$ cat config.mk
export PLATFORM = sky130hd
export DESIGN_NAME = iou_frac_div
export DESIGN_NICKNAME = d
export VERILOG_FILES = /design/src/design/iou_pkg.sv /design/src/design/iou_frac_div.sv
export SDC_FILE = /design/constraint.sdc
export NUM_CORES = 2
export LEC_CHECK = 0
export BUFFER_PORTS_ARGS = -buffer_cell sky130_fd_sc_hd__buf_2
export CAP_MARGIN = 20
export CORE_UTILIZATION = 40
export DETAILED_ROUTE_END_ITERATION = 10
export PLACE_DENSITY_LB_ADDON = 0.1
export SYNTH_ARGS = -nofsm -noshare
export SYNTH_HDL_FRONTEND = slang
export SYNTH_SLANG_ARGS = --single-unit
$ cat constraint.sdc
create_clock -name clk -period 18.5 [get_ports clk]
set_input_delay 1.85 -clock clk [delete_from_list [all_inputs] [get_ports clk]]
set_output_delay 1.85 -clock clk [all_outputs]
set_load 0.03 [all_outputs]
$ cat src/design/iou_pkg.sv
`default_nettype none

package iou_pkg;

    // Side flags that travel with an item through the divider
    typedef struct packed {
        logic degenerate;  // union area zero or negative
        logic saturate;    // intersection not below union
    } iou_flag_t;

endpackage

`default_nettype wire

$ cat src/design/iou_frac_div.sv
`default_nettype none

module iou_frac_div
    import iou_pkg::*;
#(
    parameter int NUM_BITS  = 34,
    parameter int FRAC_BITS = 16
)
(
    input  wire logic                 clk,
    input  wire logic                 rst_n,
    input  wire logic                 in_valid,
    output logic                      in_ready,
    input  wire logic [NUM_BITS-1:0]  num,
    input  wire logic [NUM_BITS-1:0]  den,
    input  wire iou_flag_t            flags,
    output logic                      out_valid,
    input  wire logic                 out_ready,
    output logic [FRAC_BITS:0]        ratio,
    output logic                      degenerate
);

    localparam logic [FRAC_BITS:0] RATIO_ONE = {1'b1, {FRAC_BITS{1'b0}}};

    // One quotient bit per stage
    logic [NUM_BITS-1:0]  rem_reg  [FRAC_BITS];
    logic [NUM_BITS-1:0]  den_reg  [FRAC_BITS];
    logic [FRAC_BITS-1:0] q_reg    [FRAC_BITS];
    iou_flag_t            flag_reg [FRAC_BITS];
    logic [FRAC_BITS-1:0] valid_reg;
    logic [FRAC_BITS-1:0] stage_ready;

    logic                 out_valid_reg;
    logic [FRAC_BITS:0]   ratio_reg;
    logic                 degenerate_reg;
    logic                 out_stage_ready;

    assign out_stage_ready = !out_valid_reg || out_ready;
    assign in_ready        = stage_ready[0];

    genvar i;
    generate
        for (i = 0; i < FRAC_BITS; i++) begin : g_stage
            logic [NUM_BITS-1:0]  rem_src;
            logic [NUM_BITS-1:0]  den_src;
            logic [FRAC_BITS-1:0] q_src;
            iou_flag_t            flag_src;
            logic                 valid_src;
            logic                 next_ready;
            logic [NUM_BITS:0]    rem_shift;
            logic [NUM_BITS:0]    rem_sub;
            logic                 take;

            // Select the previous stage or the block input
            if (i == 0) begin : g_first
                assign rem_src   = num;
                assign den_src   = den;
                assign q_src     = '0;
                assign flag_src  = flags;
                assign valid_src = in_valid;
            end
            else begin : g_inner
                assign rem_src   = rem_reg[i-1];
                assign den_src   = den_reg[i-1];
                assign q_src     = q_reg[i-1];
                assign flag_src  = flag_reg[i-1];
                assign valid_src = valid_reg[i-1];
            end

            if (i == FRAC_BITS - 1) begin : g_last
                assign next_ready = out_stage_ready;
            end
            else begin : g_mid
                assign next_ready = stage_ready[i+1];
            end

            assign stage_ready[i] = !valid_reg[i] || next_ready;

            // Restoring step: shift, trial subtract, keep if non-negative
            assign rem_shift = {rem_src, 1'b0};
            assign rem_sub   = rem_shift - {1'b0, den_src};
            assign take      = rem_shift >= {1'b0, den_src};

            always_ff @(posedge clk or negedge rst_n)
            begin
                if (!rst_n)
                begin
                    valid_reg[i] <= 1'b0;
                end
                else if (stage_ready[i])
                begin
                    valid_reg[i] <= valid_src;
                end
            end

            always_ff @(posedge clk)
            begin
                if (stage_ready[i])
                begin
                    rem_reg[i]  <= take ? rem_sub[NUM_BITS-1:0] : rem_shift[NUM_BITS-1:0];
                    den_reg[i]  <= den_src;
                    q_reg[i]    <= {q_src[FRAC_BITS-2:0], take};
                    flag_reg[i] <= flag_src;
                end
            end
        end
    endgenerate

    // Output register: apply the degenerate and saturated cases
    always_ff @(posedge clk or negedge rst_n)
    begin
        if (!rst_n)
        begin
            out_valid_reg <= 1'b0;
        end
        else if (out_stage_ready)
        begin
            out_valid_reg <= valid_reg[FRAC_BITS-1];
        end
    end

    always_ff @(posedge clk)
    begin
        if (out_stage_ready)
        begin
            degenerate_reg <= flag_reg[FRAC_BITS-1].degenerate;
            if (flag_reg[FRAC_BITS-1].degenerate)
            begin
                ratio_reg <= '0;
            end
            else if (flag_reg[FRAC_BITS-1].saturate)
            begin
                ratio_reg <= RATIO_ONE;
            end
            else
            begin
                ratio_reg <= {1'b0, q_reg[FRAC_BITS-1]};
            end
        end
    end

    assign out_valid  = out_valid_reg;
    assign ratio      = ratio_reg;
    assign degenerate = degenerate_reg;

endmodule

`default_nettype wire

==> impl_metrics.toml <==
[power]
p_clk_share_pct = 18.6
p_sw_w = 0.00587
switching_share_pct = 39.2
internal-power_w = 0.00909
ir_worst_vdd_mv = 0.111
seqPwrFrac_pct = 33.3
p_comb_share_pct = 48.1
p_leak_nw = 32.8
powerDensity_nw_per_um2 = 190

[worst_setup_path]
path_buf_inv = 2
cpLargestDelayFamily = "simple AND/OR/NAND/NOR gates"
cp-end-kind = "output pin"
crit_cells = 10
start_kind = "input pin"
worstPathRequired_ps = 16650
r2r_setup_slack_ps = 13200
timing.rr.start = "out_valid"
crit_end = "in_ready"
reg2regPathDepth = 9
cp.arrival_ps = 6420
crit_slowest_cell = "nor3_1"
criticalPathCategory = "in2out"
cp_cell_sequence = "buf_2, nor2b_1, nand2_1, nor2_1, nand2_4, nor3_1, nand3_4, nor2_1, nand3_4, buf_2"
critical_path.startpoint = "out_ready"
r2r-end = "den_reg[0][31]"
critPathMaxStageDelay_ps = 830
path_max_fanout = 30

[detailed_routing]
wirelength_um = 165000
drc = 0
drt_first_pass_iters = 5
vias = 48015
ant_nets = 0
via_per_inst = 5.26
drt_iter0_drc = 2353
drt-wirelength-per-cell_um = 18.0

[hold_path]
hp-class = "reg2reg"

[sta]
tightestPinTransition_ps = 1090
fin_crit_sh_pct = 44.7
relSlewSlack_pct = 26.6
drv_slew = 0
skew_ps = 30.6
rsz0062_at_grt = "false"
fin_setup_tns_ps = 0
finalSetupViolCount = 0
period_minus_slack_ps = 8270
hold_violations = 0
fmax_mhz = 121

[synthesis]
synthTopCellsByCount = "edfxtp_1, inv_1, a21oi_1"
synth_edf_count = 1206
yosysWarnings = 0
synth-seq-cells = 1223
yosysTopAreaCell = "edfxtp_1"
yosysUniqueCellTypes = 91
synth_top_area_share_pct = 51.1
synth_most_common_cell = "edfxtp_1"
synth_fp_nets = 7181
ys_async_sr_fraction_pct = 1.39
ys.flop_type = "edfxtp_1"
synth-seq-area-share_pct = 51.7
synth_cells = 6549
synth.cell_area_um2 = 70900
avgSynthCellArea_um2 = 10.8
synth_area_leaders = "edfxtp_1, ha_1, a21oi_1, inv_1, o21ai_0"

[clock_tree]
cts_buffer_depth = 3
cts_resized = 0
post_cts_buffers = 0
clock_latency_ps = 790
tritoncts = "done"
postCtsHoldBufs = 0
h-tree-depth = 4
path_clk_slew_ps = 60
cts_root_buf = "clkbuf_16"
cts_made_buffers = 145
clock_sinks = 1223

[global_route]
grt_usage_pct = 18.3
grt_pass1_vias = 48181
grt_max_degree = 82
antenna_found_initial = 1
grt_pass1_wl_um = 261000
overflow = 0

[placement]
portBuffers = 93
placed_area_um2 = 74100
place.gp.congestion = 0.959
dp_hpwl_um = 130000

[floorplan]
die_y_um = 423
io_pins = 94
die_area_um2 = 179000
coreArea_um2 = 176000
start_util_pct = 40.3
row_count = 154
die_x_um = 423

[finish]
final_area_um2 = 78800
area_growth_pct = 11.1
post-route-util_pct = 44.7
drive_gt1_share_pct = 8.11
layout.nets = 7309

[outcome]
status = "finished, final reports clean"

[flow_run]
cap_violations = 0
## kinds of logic after synthesis
| kind of cell | synth area share (%) |
|---|---|
| xor+xnor | 5.20 |
| fa+ha+maj | 10.0 |
| buf+inv | 4.49 |
| simple gates | 10.1 |
| flops | 51.7 |
| mux | 2.45 |
| compound gates | 16.1 |
## cell usage in the layout, fill, tap and decap left out, types with 12 or more instances in the layout
cell type and n:
a211o_1 15, a211oi_1 44, a21o_1 249, a21oi_1 581, a31o_2 12, a31oi_1 71
and2_1 47, and3_1 46, and4_1 13, buf_2 93, buf_4 32, clkbuf_1 43
clkbuf_16 146, clkinv_1 32, clkinv_2 14, dfrtp_1 17, edfxtp_1 1206, fa_1 15
ha_1 543, inv_1 674, mux2_2 141, nand2_1 478, nand2b_1 71, nand3_1 125
nand3b_1 18, nand4_1 68, nor2_1 416, nor2b_1 81, nor3_1 75, nor4_1 15
o211ai_1 24, o21a_1 66, o21ai_0 459, o21bai_1 83, o31a_1 24, o31ai_1 41
or2_2 27, or3_1 18, xnor2_1 247, xor2_1 174
## stage by stage
stage / hold slack [ps] / power [W] / setup WS, ps / instances
final: 408 / 0.0150 / 10230 / 9132
after global routing: 415 / 0.0161 / 9760 / 9131
after CTS: 414 / 0.0151 / 10100 / 9130
after detailed placement: 405 / 0.0122 / 10120 / 8869
after global placement: 401 / 0.0122 / 10210 / 8869
after floorplan: 400 / 0.0104 / 7230 / 6549
## worst min-delay path by stage
stage               startpoint              end  slack, ps  cells past startpoint
6_report          q_reg[1][42]     q_reg[1][59]        410                      0
5_1_grt           q_reg[1][42]     q_reg[1][59]        410                      0
4_1_cts          q_reg[0][116]      q_reg[1][5]        410                      0
3_5_place_dp   flag_reg[0][15]   flag_reg[1][1]        400                      0
3_3_place_gp      q_reg[0][16]     q_reg[0][33]        400                      0
2_1_floorplan   flag_reg[0][8]  flag_reg[0][10]        400                      0
## power by group through the flow
stage	registers, W	clock network [W]	logic [W]
finish	0.00497	0.00278	0.00720
global route	0.00508	0.00298	0.00807
CTS	0.00499	0.00288	0.00722
detailed placement	0.00503	0	0.00718
global placement	0.00503	0	0.00713
floorplan	0.00481	0	0.00556
## metal layers
metal,up-vias,GRT usage (%),wire length [µm]
li1,24156,-,-
met5,-,0,0
met1,22815,20.1,66100
met4,0,7.11,5800
met3,293,2.52,4890
met2,751,35.2,87900
## final cells by class
type                            count  area [µm²]
Antenna cell                        1        2.50
Clock buffer                      191        3840
Clock inverter                     70         835
Fill cell                       16503       97300
Inverter                          681        2560
Multi-Input combinational cell   4500       31300
Sequential cell                  1223       36600
Tap cell                         2340        2930
Timing Repair Buffer              126         711
Note: power is estimated with default switching activity, not from simulation.
